**src/rtl/core/fisr_pkg.sv**
```systemverilog
// Shared constants, operand class type and leading-zero counters for the
// reciprocal square root pipeline. No dependencies.
package fisr_pkg;

  localparam logic [31:0] MAGIC     = 32'h5f3759df;
  localparam logic [31:0] SIGN_BIT  = 32'h80000000;
  localparam logic [31:0] HALF      = 32'h3f000000;
  localparam logic [31:0] THREE_HLF = 32'h3fc00000;
  localparam logic [31:0] CANON_NAN = 32'h7fc00000;
  localparam logic [31:0] POS_INF   = 32'h7f800000;
  localparam int unsigned MUL_DEPTH = 3;
  localparam int unsigned ADD_DEPTH = 4;
  localparam int unsigned PIPE_DEPTH = 4 * MUL_DEPTH + ADD_DEPTH;

  typedef struct packed {
    logic nan;
    logic inf;
    logic zero;
    logic sign;
  } cls_t;

  function automatic logic [5:0] lzc48(input logic [47:0] v);
    logic [5:0] n;
    n = 6'd48;
    for (int i = 0; i < 48; i++) begin
      if (v[i]) n = 6'(47 - i);
    end
    return n;
  endfunction

  function automatic logic [4:0] lzc28(input logic [27:0] v);
    logic [4:0] n;
    n = 5'd28;
    for (int i = 0; i < 28; i++) begin
      if (v[i]) n = 5'(27 - i);
    end
    return n;
  endfunction

endpackage

```
**src/rtl/core/fisr_fmul.sv**
```systemverilog
// Three-stage single-precision multiplier, round to nearest-even.
// Depends on fisr_pkg.
module fisr_fmul (
  input  logic        clk,
  input  logic        en,
  input  logic [31:0] a,
  input  logic [31:0] b,
  output logic [31:0] z
);

  // stage A: unpack and multiply
  logic [7:0]  ea_raw, eb_raw, ea_eff, eb_eff;
  logic [23:0] ma, mb;
  fisr_pkg::cls_t cls_a;
  logic        a_nan, a_inf, a_zero, b_nan, b_inf, b_zero;

  logic [47:0] p1;
  logic [9:0]  esum1;
  fisr_pkg::cls_t cls1;

  always_comb begin
    ea_raw = a[30:23];
    eb_raw = b[30:23];
    ea_eff = (ea_raw == 8'd0) ? 8'd1 : ea_raw;
    eb_eff = (eb_raw == 8'd0) ? 8'd1 : eb_raw;
    ma = {|ea_raw, a[22:0]};
    mb = {|eb_raw, b[22:0]};
    a_nan  = (ea_raw == 8'hff) && (|a[22:0]);
    a_inf  = (ea_raw == 8'hff) && !(|a[22:0]);
    a_zero = (ea_raw == 8'd0) && !(|a[22:0]);
    b_nan  = (eb_raw == 8'hff) && (|b[22:0]);
    b_inf  = (eb_raw == 8'hff) && !(|b[22:0]);
    b_zero = (eb_raw == 8'd0) && !(|b[22:0]);
    cls_a.nan  = a_nan || b_nan || (a_inf && b_zero) || (b_inf && a_zero);
    cls_a.inf  = a_inf || b_inf;
    cls_a.zero = a_zero || b_zero;
    cls_a.sign = a[31] ^ b[31];
  end

  always_ff @(posedge clk) begin
    if (en) begin
      p1    <= ma * mb;
      esum1 <= {2'b00, ea_eff} + {2'b00, eb_eff};
      cls1  <= cls_a;
    end
  end

  // stage B: leading zeros and shift amount
  logic [5:0]         lz;
  logic signed [10:0] er_b, sh_b;

  logic [47:0]        p2;
  logic signed [10:0] er2, sh2;
  fisr_pkg::cls_t     cls2;

  always_comb begin
    lz   = fisr_pkg::lzc48(p1);
    er_b = $signed({1'b0, esum1}) - 11'sd126 - $signed({5'b00000, lz});
    sh_b = (er_b >= 11'sd1) ? $signed({5'b00000, lz})
                            : (er_b + $signed({5'b00000, lz}) - 11'sd1);
  end

  always_ff @(posedge clk) begin
    if (en) begin
      p2   <= p1;
      er2  <= er_b;
      sh2  <= sh_b;
      cls2 <= cls1;
    end
  end

  // stage C: normalise, round, pack
  logic [47:0]        q;
  logic               st, inc;
  logic signed [10:0] rs;
  logic [7:0]         expf;
  logic [30:0]        word;
  logic [31:0]        z_next;

  always_comb begin
    rs = -sh2;
    st = 1'b0;
    if (sh2 >= 11'sd0) begin
      q = p2 << sh2[5:0];
    end else if (rs >= 11'sd48) begin
      q  = 48'd0;
      st = |p2;
    end else begin
      q  = p2 >> rs[5:0];
      st = |(p2 & ((48'h1 << rs[5:0]) - 48'h1));
    end
    st   = st | (|q[22:0]);
    inc  = q[23] & (st | q[24]);
    expf = (er2 >= 11'sd1) ? er2[7:0] : 8'd0;
    word = {expf, q[46:24]} + {30'd0, inc};
    if (cls2.nan) begin
      z_next = fisr_pkg::CANON_NAN;
    end else if (cls2.inf || (er2 >= 11'sd255)) begin
      z_next = {cls2.sign, fisr_pkg::POS_INF[30:0]};
    end else if (cls2.zero) begin
      z_next = {cls2.sign, 31'd0};
    end else begin
      z_next = {cls2.sign, word};
    end
  end

  always_ff @(posedge clk) begin
    if (en) z <= z_next;
  end

endmodule

```
**config.mk**
```make
export PLATFORM = sky130hd
export DESIGN_NAME = fisr_fmul
export DESIGN_NICKNAME = d
export VERILOG_FILES = /design/src/rtl/core/fisr_pkg.sv /design/src/rtl/core/fisr_fmul.sv
export SDC_FILE = /design/constraint.sdc
export NUM_CORES = 2
export LEC_CHECK = 0
export BUFFER_PORTS_ARGS = -buffer_cell sky130_fd_sc_hd__buf_2
export CORE_ASPECT_RATIO = 0.9
export CORE_MARGIN = 2
export CORE_UTILIZATION = 45
export CTS_BUF_LIST = sky130_fd_sc_hd__clkbuf_8
export DETAILED_ROUTE_END_ITERATION = 16
export PLACE_DENSITY = 0.63
export SLEW_MARGIN = 20
export SYNTH_ARGS = -nofsm -noshare
export SYNTH_HDL_FRONTEND = slang
export SYNTH_SLANG_ARGS = --single-unit
```
**constraint.sdc**
```tcl
create_clock -name clk -period 8.9 [get_ports clk]
set_clock_uncertainty 0.2 [all_clocks]
set_input_delay 0.445 -clock clk [delete_from_list [all_inputs] [get_ports clk]]
set_output_delay 0.445 -clock clk [all_outputs]
set_load 0.05 [all_outputs]
```
==> results.md <==
- Instance count of the mapped netlist: 3751
- Multi-input gate area: 26100 sq um
- Via density: 5.92
- Number of fill cells: 7164
- Die extent in x: 295 um
- GRT Total Usage: 0.271
- Commonest cells post-synth: inv_1 (559), nand2_1 (494), fa_1 (485)
- Startpoint types: input pin
- Hold Crit Class: in2reg
- Total core area: 75000 sq um
- Yosys cell types: 100
- Area grow syn2layout: 4.40%
- Hold wc startpoint: a[31]
- Period utilisation layout: 0.913
- Status: finished clean
- Die footprint: 78300 sq um
- WP data required: 8.96 ns
- Iter 0 DRT Violations: 2552
- Arrival time at the worst endpoint: 8.18 ns
- Crit Path Max Fanout: 25
- Layout cells sized above 1: 0.0968
- Clk root buf: clkbuf_8
- Setup repair bufs after CTS: 0
- Clock Pin Slew Worst Setup and Hold Paths: 0.10 ns
- Hpwl dp: 80.1 mm
- ANT nets after route: 0
- Starting Density: 0.456
- Routed WL per cell: 22.2 um
- Worst slew margin: 0.192
- Final Net Count: 4434
- Area leader, netlist: fa_1
- FF/Latch Area: 5010 sq um
- Maximum clock path buffer count: 2
- Sequential fraction of the synthesis area: 0.147
- Top-count cell post-synth: inv_1
- Initial antenna violation count: 4
- H-tree levels: 4
- # setup viols final: 0
- Seq cells post-synth: 167
- IO Port Bufs: 97
- Mapped Nets: 4519
- Yosys top cell area share: 0.284
- Number of remaining DRC errors: 0
- Site Rows: 95
- Highest Clock Rate: 123 MHz
- Final Max Slew Viols: 0
- Ys async rst share: 0
- Worst r2r src: p1[5]
- Measured slew at the worst slew-check pin: 1.21 ns
- Crit. Startpoint: b[4]
- WL final: 104 mm
- YS warnings: 0
- Synth top area cells: fa_1 (28%), edfxtp_1 (15%), ha_1 (7.9%)
- CTS tree: done
- Element type at the critical path end: flip-flop
- Die span in y: 266 um
- Final Hold Viols: 0
- Crit Path Category: in2reg
- Io pins: 98
- Top_reg_cell synth: edfxtp_1
- Placer Congestion: 0.996
- First-pass GRT wire length: 164 mm
- Post-synth EDFFs: 167
- TritonCTS buffer count: 17
- Grt ovf: 0
- Setup TNS: 0 ns
- Cts repair resizes: 0
- Synth Area per Inst: 9.12 sq um
- Vias in the first global route: 27900
- TritonRoute pass-1 iters: 6
- Max-cap violations: 0
- Hold-fix buffers, CTS: 0
- Via count: 27800
- Post-layout minimum cycle time: 8.12 ns
- Unrepaired setup endpoints after global routing: false
- Clk sinks: 167
- Synth Cell Area: 34200 sq um
- Largest net degree at the start of global routing: 105
- Clock latency on the worst-skew pair: 0.49 ns
critical path, cell delays in order:
cell and delay [ns]:
buf_2 0.49, and2_1 0.24, fa_1 0.42, inv_1 0.08
fa_1 0.43, fa_1 0.54, inv_1 0.05, fa_1 0.48
fa_1 0.54, inv_1 0.05, fa_1 0.46, fa_1 0.49
inv_1 0.05, ha_1 0.34, a21oi_1 0.27, o21ai_0 0.22
a2111oi_0 0.83, buf_4 0.24, o32ai_1 0.13, nor2_1 0.19
o31ai_1 0.12, a2111oi_0 0.41, o21ai_0 0.28, o311ai_0 0.40
registers in the layout, indices dropped and copies added (netlist names):
signal  cells
p1         48
p2         48
z          32
er2        11
sh2        11
esum1       9
cls1        4
cls2        4
final timing paths:
check                           slack (ns)  cells past startpoint      end
worst max-delay path                  0.78                     24   p1[45]
worst min-delay path                  0.07                      2  cls1[0]
worst max register to register        1.98                     27   sh2[1]
worst min register to register        0.24                      0  cls2[2]
through the flow:
step / hold WS (ns) / utilization / worst slack (ns) / instances / area, sq um
detailed placement: 0.218 / 0.471 / 0.399 / 4665 / 35300
global placement: 0.225 / 0.471 / 0.467 / 4665 / 35300
floorplan: 0.200 / - / 1.39 / 3751 / 34200
global route: 0.0485 / 0.476 / 0.386 / 4698 / 35700
finish: 0.0718 / 0.476 / 0.777 / 4698 / 35700
CTS: 0.0499 / 0.476 / 0.891 / 4697 / 35700
cell usage in the layout (no fill, tap or decap), drive strengths merged, types with 20 or more instances in the layout:
cell    Yosys  final
nand2     494    494
a21oi     108    108
o31ai      25     25
nor3       47     47
ha        217    217
o22ai      24     24
and2      240    240
mux2i      62     62
buf        49    143
xnor2      58     58
nand4      34     34
nor2b      23     23
edfxtp    167    167
nand3      65     65
a21o       30     30
xor2       32     32
inv       560    570
fa        485    485
mux2       60     60
o21ai     105    105
a211oi     35     35
a31oi      28     28
nor4       51     51
mux4       74     74
and3       20     20
nor2      169    169
final cells by class:
class | count | area share
multi-input combinational | 2775 | 0.730
sequential | 167 | 0.140
inverter | 562 | 0.0590
tap | 1018 | 0.0357
timing repair buffer | 143 | 0.0238
clock buffer | 17 | 0.00655
clock inverter | 15 | 0.00445
antenna | 1 | 0.0000700
kinds of logic after synthesis:
family / count (synthesis) / share of synthesized area
xor+xnor: 90 / 0.0230
simple gates: 1247 / 0.179
mux: 196 / 0.0867
flops: 167 / 0.147
buf+inv: 809 / 0.0921
fa+ha+maj: 703 / 0.363
compound gates: 539 / 0.109
routing by layer:
metal | track usage | vias up | wire length (um)
met5 | 0 | - | 49
met4 | 0.0774 | 6 | 3020
met3 | 0.0453 | 212 | 9190
met2 | 0.428 | 1382 | 47200
met1 | 0.382 | 13800 | 44700
li1 | - | 12400 | -
Power is left out: the tool's default activity adds up to more than one toggle a clock period on the data nets, which glitch-free logic cannot reach.
