===== src/rtl/core/fisr_pkg.sv =====
// Shared constants, operand class type and leading-zero counters for the
// reciprocal square root pipeline. No dependencies.
package fisr_pkg;

  localparam logic [31:0] MAGIC     = 32'h5f3759df;
  localparam logic [31:0] SIGN_BIT  = 32'h80000000;
  localparam logic [31:0] HALF      = 32'h3f000000;
  localparam logic [31:0] THREE_HLF = 32'h3fc00000;
  localparam logic [31:0] CANON_NAN = 32'h7fc00000;
  localparam logic [31:0] POS_INF   = 32'h7f800000;
  localparam int unsigned MUL_DEPTH = 3;
  localparam int unsigned ADD_DEPTH = 4;
  localparam int unsigned PIPE_DEPTH = 4 * MUL_DEPTH + ADD_DEPTH;

  typedef struct packed {
    logic nan;
    logic inf;
    logic zero;
    logic sign;
  } cls_t;

  function automatic logic [5:0] lzc48(input logic [47:0] v);
    logic [5:0] n;
    n = 6'd48;
    for (int i = 0; i < 48; i++) begin
      if (v[i]) n = 6'(47 - i);
    end
    return n;
  endfunction

  function automatic logic [4:0] lzc28(input logic [27:0] v);
    logic [4:0] n;
    n = 5'd28;
    for (int i = 0; i < 28; i++) begin
      if (v[i]) n = 5'(27 - i);
    end
    return n;
  endfunction

endpackage


===== src/rtl/core/fisr_fadd.sv =====
// Four-stage single-precision adder, round to nearest-even.
// Depends on fisr_pkg.
module fisr_fadd (
  input  logic        clk,
  input  logic        en,
  input  logic [31:0] a,
  input  logic [31:0] b,
  output logic [31:0] z
);

  // stage A: unpack and order by magnitude
  logic [31:0] bg, sm;
  logic        a_nan, a_inf, b_nan, b_inf;
  fisr_pkg::cls_t cls_a;
  logic [7:0]  ebg, esm;

  logic [23:0] mbg1, msm1;
  logic [7:0]  ebg1, d1;
  logic        sub1;
  fisr_pkg::cls_t cls1;

  always_comb begin
    if (b[30:0] > a[30:0]) begin
      bg = b;
      sm = a;
    end else begin
      bg = a;
      sm = b;
    end
    a_nan = (a[30:23] == 8'hff) && (|a[22:0]);
    a_inf = (a[30:23] == 8'hff) && !(|a[22:0]);
    b_nan = (b[30:23] == 8'hff) && (|b[22:0]);
    b_inf = (b[30:23] == 8'hff) && !(|b[22:0]);
    cls_a.nan  = a_nan || b_nan || (a_inf && b_inf && (a[31] ^ b[31]));
    cls_a.inf  = a_inf || b_inf;
    cls_a.zero = 1'b0;
    cls_a.sign = bg[31];
    ebg = (bg[30:23] == 8'd0) ? 8'd1 : bg[30:23];
    esm = (sm[30:23] == 8'd0) ? 8'd1 : sm[30:23];
  end

  always_ff @(posedge clk) begin
    if (en) begin
      mbg1 <= {|bg[30:23], bg[22:0]};
      msm1 <= {|sm[30:23], sm[22:0]};
      ebg1 <= ebg;
      d1   <= ebg - esm;
      sub1 <= a[31] ^ b[31];
      cls1 <= cls_a;
    end
  end

  // stage B: align and add
  logic [26:0] ext, al;
  logic        ast;
  logic [27:0] sum_b;

  logic [27:0] sum2;
  logic [7:0]  ebg2;
  logic        sub2;
  fisr_pkg::cls_t cls2;

  always_comb begin
    ext = {msm1, 3'b000};
    if (d1 >= 8'd27) begin
      al  = 27'd0;
      ast = |msm1;
    end else begin
      al  = ext >> d1[4:0];
      ast = |(ext & ((27'h1 << d1[4:0]) - 27'h1));
    end
    al[0] = al[0] | ast;
    if (sub1) sum_b = {1'b0, mbg1, 3'b000} - {1'b0, al};
    else      sum_b = {1'b0, mbg1, 3'b000} + {1'b0, al};
  end

  always_ff @(posedge clk) begin
    if (en) begin
      sum2 <= sum_b;
      ebg2 <= ebg1;
      sub2 <= sub1;
      cls2 <= cls1;
    end
  end

  // stage C: leading zeros
  logic [4:0]         lz;
  logic signed [10:0] er_c;

  logic [27:0]        sum3;
  logic signed [10:0] er3;
  logic [4:0]         sh3;
  logic               sub3;
  fisr_pkg::cls_t     cls3;

  always_comb begin
    lz   = fisr_pkg::lzc28(sum2);
    er_c = $signed({3'b000, ebg2}) + 11'sd1 - $signed({6'd0, lz});
  end

  always_ff @(posedge clk) begin
    if (en) begin
      sum3 <= sum2;
      er3  <= er_c;
      sh3  <= (er_c >= 11'sd1) ? lz : ebg2[4:0];
      sub3 <= sub2;
      cls3 <= cls2;
    end
  end

  // stage D: normalise, round, pack
  logic [27:0] q;
  logic        inc;
  logic [7:0]  expf;
  logic [30:0] word;
  logic [31:0] z_next;

  always_comb begin
    q    = sum3 << sh3;
    inc  = q[3] & ((|q[2:0]) | q[4]);
    expf = (er3 >= 11'sd1) ? er3[7:0] : 8'd0;
    word = {expf, q[26:4]} + {30'd0, inc};
    if (cls3.nan) begin
      z_next = fisr_pkg::CANON_NAN;
    end else if (cls3.inf || (er3 >= 11'sd255)) begin
      z_next = {cls3.sign, fisr_pkg::POS_INF[30:0]};
    end else if (sum3 == 28'd0) begin
      z_next = {cls3.sign & !sub3, 31'd0};
    end else begin
      z_next = {cls3.sign, word};
    end
  end

  always_ff @(posedge clk) begin
    if (en) z <= z_next;
  end

endmodule


===== config.mk =====
export PLATFORM = sky130hd
export DESIGN_NAME = fisr_fadd
export DESIGN_NICKNAME = d
export VERILOG_FILES = /design/src/rtl/core/fisr_pkg.sv /design/src/rtl/core/fisr_fadd.sv
export SDC_FILE = /design/constraint.sdc
export NUM_CORES = 1
export LEC_CHECK = 0
export ABC_AREA = 1
export BUFFER_PORTS_ARGS = -buffer_cell sky130_fd_sc_hd__buf_2
export CAP_MARGIN = 15
export CORE_MARGIN = 5
export CORE_UTILIZATION = 30
export CTS_CLUSTER_DIAMETER = 200
export CTS_CLUSTER_SIZE = 10
export DETAILED_ROUTE_END_ITERATION = 7
export PLACE_DENSITY_LB_ADDON = 0.2
export SLEW_MARGIN = 40
export SYNTH_ARGS = -nofsm -noshare
export SYNTH_HDL_FRONTEND = slang
export SYNTH_SLANG_ARGS = --single-unit

===== constraint.sdc =====
create_clock -name clk -period 7.05 [get_ports clk]
set_input_delay 1.41 -clock clk [delete_from_list [all_inputs] [get_ports clk]]
set_output_delay 1.41 -clock clk [all_outputs]
set_load 0.03 [all_outputs]

==> impl_results.html <==
<table>
<tr><th>Metric</th><th>Value</th></tr>
<tr><th colspan="2">Timing</th></tr>
<tr><td>Total count of max-transition violations in the final report</td><td>0</td></tr>
<tr><td>Worst hold margin</td><td>424 ps</td></tr>
<tr><td>Worst slew pin tran</td><td>848 ps</td></tr>
<tr><td>Hold violation count in the final report</td><td>0</td></tr>
<tr><td>Setup repair after global routing missed its margin</td><td>false</td></tr>
<tr><td>Remaining max-slew budget at the tightest pin</td><td>43.5%</td></tr>
<tr><td>Final Critical Period</td><td>5460 ps</td></tr>
<tr><td>Setup TNS after final layout</td><td>0 ps</td></tr>
<tr><td>Final setup violating endpoints</td><td>0</td></tr>
<tr><td>Final period utilization</td><td>77.4%</td></tr>
<tr><td>Clock skew</td><td>23.7 ps</td></tr>
<tr><td>Fmax achieved</td><td>0.183 GHz</td></tr>
<tr><th colspan="2">Global route</th></tr>
<tr><td>Antenna violations before repair</td><td>1</td></tr>
<tr><td>First-pass GRT wire length</td><td>72000 um</td></tr>
<tr><td>Largest net degree at the start of global routing</td><td>135</td></tr>
<tr><td>Total global routing track utilization</td><td>16.1%</td></tr>
<tr><td>Number of global-route vias before repair</td><td>13466</td></tr>
<tr><td>GR Overflow Total</td><td>0</td></tr>
<tr><th colspan="2">Synthesis</th></tr>
<tr><td>Mean area per synthesized cell</td><td>7.36 um2</td></tr>
<tr><td>Syn_nets</td><td>2269</td></tr>
<tr><td>Post-synth EDFFs</td><td>187</td></tr>
<tr><td>Sequential fraction of the synthesis area</td><td>36.4%</td></tr>
<tr><td>Library cell with the largest summed area after synthesis</td><td>sky130_fd_sc_hd__edfxtp_1</td></tr>
<tr><td>Synthesized cell area</td><td>15400 um2</td></tr>
<tr><td>Cell count after synthesis</td><td>2098</td></tr>
<tr><td>Ys Warns</td><td>0</td></tr>
<tr><td>Number of distinct library cells after synthesis</td><td>62</td></tr>
<tr><td>Share of the synthesized area in the top cell type</td><td>36.4%</td></tr>
<tr><td>Asr flop ratio synth</td><td>0%</td></tr>
<tr><td>Most numerous cell in the Yosys netlist</td><td>sky130_fd_sc_hd__nand2_1</td></tr>
<tr><td>Most area-consuming cells after synthesis</td><td>sky130_fd_sc_hd__edfxtp_1, sky130_fd_sc_hd__nand2_1, sky130_fd_sc_hd__ha_1, sky130_fd_sc_hd__inv_1, sky130_fd_sc_hd__o21ai_0</td></tr>
<tr><td>Top flip-flop cell by instance count after synthesis</td><td>sky130_fd_sc_hd__edfxtp_1</td></tr>
<tr><td>Most frequent cells after synthesis</td><td>sky130_fd_sc_hd__nand2_1, sky130_fd_sc_hd__inv_1, sky130_fd_sc_hd__nor2_1</td></tr>
<tr><td>Synthesized flop and latch total</td><td>187</td></tr>
<tr><th colspan="2">Clock tree</th></tr>
<tr><td>Clock latency of the later-clocked register in the worst-skew pair</td><td>490 ps</td></tr>
<tr><td># Post-CTS Setup Buffers</td><td>0</td></tr>
<tr><td>Cts repair resizes</td><td>0</td></tr>
<tr><td>Buffer cell driving the clock tree root</td><td>sky130_fd_sc_hd__clkbuf_16</td></tr>
<tr><td>Number of buffers between clock root and the deepest sink</td><td>2</td></tr>
<tr><td>Count of hold-fix buffers inserted at cts</td><td>0</td></tr>
<tr><td>Number of clock buffers inserted by TritonCTS</td><td>17</td></tr>
<tr><td>Clock transition at path regs</td><td>80 ps</td></tr>
<tr><td>H-tree depth</td><td>4</td></tr>
<tr><td>CTS sink cnt</td><td>187</td></tr>
<tr><td>Clock tree from TritonCTS</td><td>done</td></tr>
<tr><th colspan="2">Cells and area</th></tr>
<tr><td>Fillcell total</td><td>5519</td></tr>
<tr><td>Multi-input gate area</td><td>8270 um2</td></tr>
<tr><td>Layout-stage area growth over the synthesis result</td><td>11.1%</td></tr>
<tr><td>Layout cell share with drive strength beyond 1</td><td>8.63%</td></tr>
<tr><td>Storage cell area</td><td>5620 um2</td></tr>
<tr><td>Final-stage net count</td><td>2326</td></tr>
<tr><td>Antenna Cells</td><td>0</td></tr>
<tr><th colspan="2">Drt</th></tr>
<tr><td>Detailed-route via count</td><td>13810</td></tr>
<tr><td>Final wirelength</td><td>45100 um</td></tr>
<tr><td>Number of antenna-violating nets in the routed design</td><td>0</td></tr>
<tr><td>First-iteration detailed-routing DRC count</td><td>760</td></tr>
<tr><td>Residual DRC</td><td>0</td></tr>
<tr><td>Post-DR vias/cell</td><td>4.85</td></tr>
<tr><td>WL/cell</td><td>15.8 um</td></tr>
<tr><td>Length of the first detailed-routing pass in iterations</td><td>5</td></tr>
<tr><th colspan="2">Flow run</th></tr>
<tr><td>Reported max-cap violation count</td><td>0</td></tr>
<tr><th colspan="2">Setup path</th></tr>
<tr><td>Minimum setup slack among reg-to-reg paths</td><td>1590 ps</td></tr>
<tr><td>Kind of start point of the critical path</td><td>register</td></tr>
<tr><td>Highest net fanout along the worst path</td><td>23</td></tr>
<tr><td>Critical Path AT</td><td>5700 ps</td></tr>
<tr><td>Crit path kind</td><td>reg -&gt; reg</td></tr>
<tr><td>Required arrival time at the worst endpoint</td><td>7290 ps</td></tr>
<tr><td>Setup crit end</td><td>sum2[25]$_DFFE_PP_</td></tr>
<tr><td>Crit. End Element</td><td>register</td></tr>
<tr><td>R2r startpoint</td><td>d1[0]$_DFFE_PP_</td></tr>
<tr><td>Start point of the critical path</td><td>d1[0]$_DFFE_PP_</td></tr>
<tr><td>Worst reg2reg endpoint</td><td>sum2[25]$_DFFE_PP_</td></tr>
<tr><td>Reg2Reg Depth</td><td>23</td></tr>
<tr><th colspan="2">Power</th></tr>
<tr><td>Int Power</td><td>0.00246 W</td></tr>
<tr><td>NetSw</td><td>0.00183 W</td></tr>
<tr><td>Sequential cell fraction of total power</td><td>37.2%</td></tr>
<tr><td>Leakage component of the power</td><td>7.44 nW</td></tr>
<tr><td>Net switching fraction of the power</td><td>42.7%</td></tr>
<tr><td>Pwr per Cell Area</td><td>251 nW/um2</td></tr>
<tr><td>Power after layout</td><td>0.00429 W</td></tr>
<tr><td>Clock Power Share</td><td>22.7%</td></tr>
<tr><td>Comb power frac</td><td>40.1%</td></tr>
<tr><td>Worst supply voltage drop on vdd</td><td>0.000206 V</td></tr>
<tr><th colspan="2">Die</th></tr>
<tr><td>Boundary pin count</td><td>98</td></tr>
<tr><td>Die Footprint</td><td>56100 um2</td></tr>
<tr><td>Width of the die</td><td>237 um</td></tr>
<tr><td>Core region area</td><td>51100 um2</td></tr>
<tr><td>Row Count</td><td>83</td></tr>
<tr><td>Initial core utilization</td><td>30.2%</td></tr>
<tr><td>Vertical extent of the die</td><td>237 um</td></tr>
<tr><th colspan="2">Min path</th></tr>
<tr><td>Worst hold path type</td><td>reg -&gt; reg</td></tr>
<tr><th colspan="2">Placement</th></tr>
<tr><td>Number of input and output port buffers inserted</td><td>97</td></tr>
<tr><td>Post-DP HPWL</td><td>36900 um</td></tr>
<tr><td>Routability congestion estimate</td><td>0.955</td></tr>
<tr><th colspan="2">Status</th></tr>
<tr><td>Status</td><td>completed</td></tr>
</table>
-- placed cells by master (no fill, tap or decap), types with 11 or more instances in the layout --
cell type	count
sky130_fd_sc_hd__nand2_1	488
sky130_fd_sc_hd__inv_1	313
sky130_fd_sc_hd__nor2_1	198
sky130_fd_sc_hd__o21ai_0	189
sky130_fd_sc_hd__edfxtp_1	187
sky130_fd_sc_hd__a21oi_1	123
sky130_fd_sc_hd__ha_1	102
sky130_fd_sc_hd__buf_2	96
sky130_fd_sc_hd__nand3_1	84
sky130_fd_sc_hd__o21ai_1	47
sky130_fd_sc_hd__xor2_1	40
sky130_fd_sc_hd__nor3_1	32
sky130_fd_sc_hd__nor4_1	31
sky130_fd_sc_hd__nand4_1	24
sky130_fd_sc_hd__clkbuf_16	18
sky130_fd_sc_hd__mux2i_1	16
sky130_fd_sc_hd__o211ai_1	15
sky130_fd_sc_hd__a31oi_1	12
sky130_fd_sc_hd__o21a_1	11
-- worst min path at each step --
stage / start / end / cells past startpoint
CTS: sub2$_DFFE_PP_ / sub3$_DFFE_PP_ / 0
floorplan: cls1[0]$_DFFE_PP_ / cls2[0]$_DFFE_PP_ / 0
finish: sub2$_DFFE_PP_ / sub3$_DFFE_PP_ / 0
detailed placement: sub2$_DFFE_PP_ / sub3$_DFFE_PP_ / 0
global route: cls2[3]$_DFFE_PP_ / cls3[3]$_DFFE_PP_ / 0
global placement: sub2$_DFFE_PP_ / sub3$_DFFE_PP_ / 0
-- metrics by stage --
stage	utilization, %	area, um2	cells	worst slack [ps]
detailed placement	32.3	16500	2814	1230
CTS	33.5	17100	2846	1650
finish	33.5	17100	2848	1590
floorplan	-	15400	2098	2210
global route	33.5	17100	2848	1020
global placement	32.3	16500	2814	1360
-- layer usage --
metal | wire, um | vias to the layer above | GRT usage (%)
met5 | 0 | - | 0
met4 | 1250 | 0 | 5.63
met3 | 1500 | 61 | 2.52
met2 | 21700 | 286 | 27.4
met1 | 20600 | 6311 | 20.7
li1 | - | 7152 | -
-- cell families after synthesis --
family                   after synthesis  synth area share [%]
flip-flops                           187                  36.4
multiplexers                          17                  1.11
buffers and inverters                394                  10.1
AND/OR/NAND/NOR                      898                  24.8
AO/OA/AOI/OAI                        453                  16.5
adder cells (fa/ha/maj)              105                  8.66
XOR/XNOR                              44                  2.50
-- critical path, cell delays in order, from the launching register on --
cell	delay, ps
sky130_fd_sc_hd__edfxtp_1	790
sky130_fd_sc_hd__buf_4	330
sky130_fd_sc_hd__nand2_1	60
sky130_fd_sc_hd__o21ai_0	140
sky130_fd_sc_hd__mux2i_1	150
sky130_fd_sc_hd__o21ai_0	350
sky130_fd_sc_hd__nor2_1	80
sky130_fd_sc_hd__nor3_1	450
sky130_fd_sc_hd__ha_1	270
sky130_fd_sc_hd__inv_1	60
sky130_fd_sc_hd__fa_1	370
sky130_fd_sc_hd__o21ai_0	190
sky130_fd_sc_hd__nand2_1	70
sky130_fd_sc_hd__nand2_1	100
sky130_fd_sc_hd__a21oi_1	70
sky130_fd_sc_hd__o21bai_1	290
sky130_fd_sc_hd__a21oi_1	170
sky130_fd_sc_hd__inv_1	140
sky130_fd_sc_hd__a41oi_1	200
sky130_fd_sc_hd__o21ai_0	450
sky130_fd_sc_hd__a21oi_1	150
sky130_fd_sc_hd__xor2_1	170
sky130_fd_sc_hd__nand2_1	60
sky130_fd_sc_hd__nand2_1	80
-- power by group through the flow --
| stage | combinational (W) | sequential [W] | clock, W |
|---|---|---|---|
| finish | 0.00172 | 0.00160 | 0.000974 |
| floorplan | 0.00126 | 0.00156 | 0 |
| global route | 0.00196 | 0.00162 | 0.00105 |
| detailed placement | 0.00171 | 0.00163 | 0 |
| global placement | 0.00171 | 0.00163 | 0 |
| CTS | 0.00172 | 0.00161 | 0.00101 |
-- state kept, by name, indices dropped and copies added (netlist names) --
| name | flops |
|---|---|
| ebg1 | 8 |
| sub2 | 1 |
| cls3 | 3 |
| d1 | 8 |
| z | 32 |
| sub1 | 1 |
| er3 | 10 |
| cls2 | 3 |
| sub3 | 1 |
| mbg1 | 24 |
| sum3 | 28 |
| sum2 | 28 |
| msm1 | 24 |
| cls1 | 3 |
| sh3 | 5 |
| ebg2 | 8 |
-- cell type report --
class	instances	share of cell area, %
repair buffers	107	3.43
clock inverters	15	1.00
well taps	680	4.96
inverters	325	7.12
flip-flops and latches	187	32.8
clock buffers	17	2.48
multi-input cells	1517	48.2
Power figures use the tool's default switching activity.
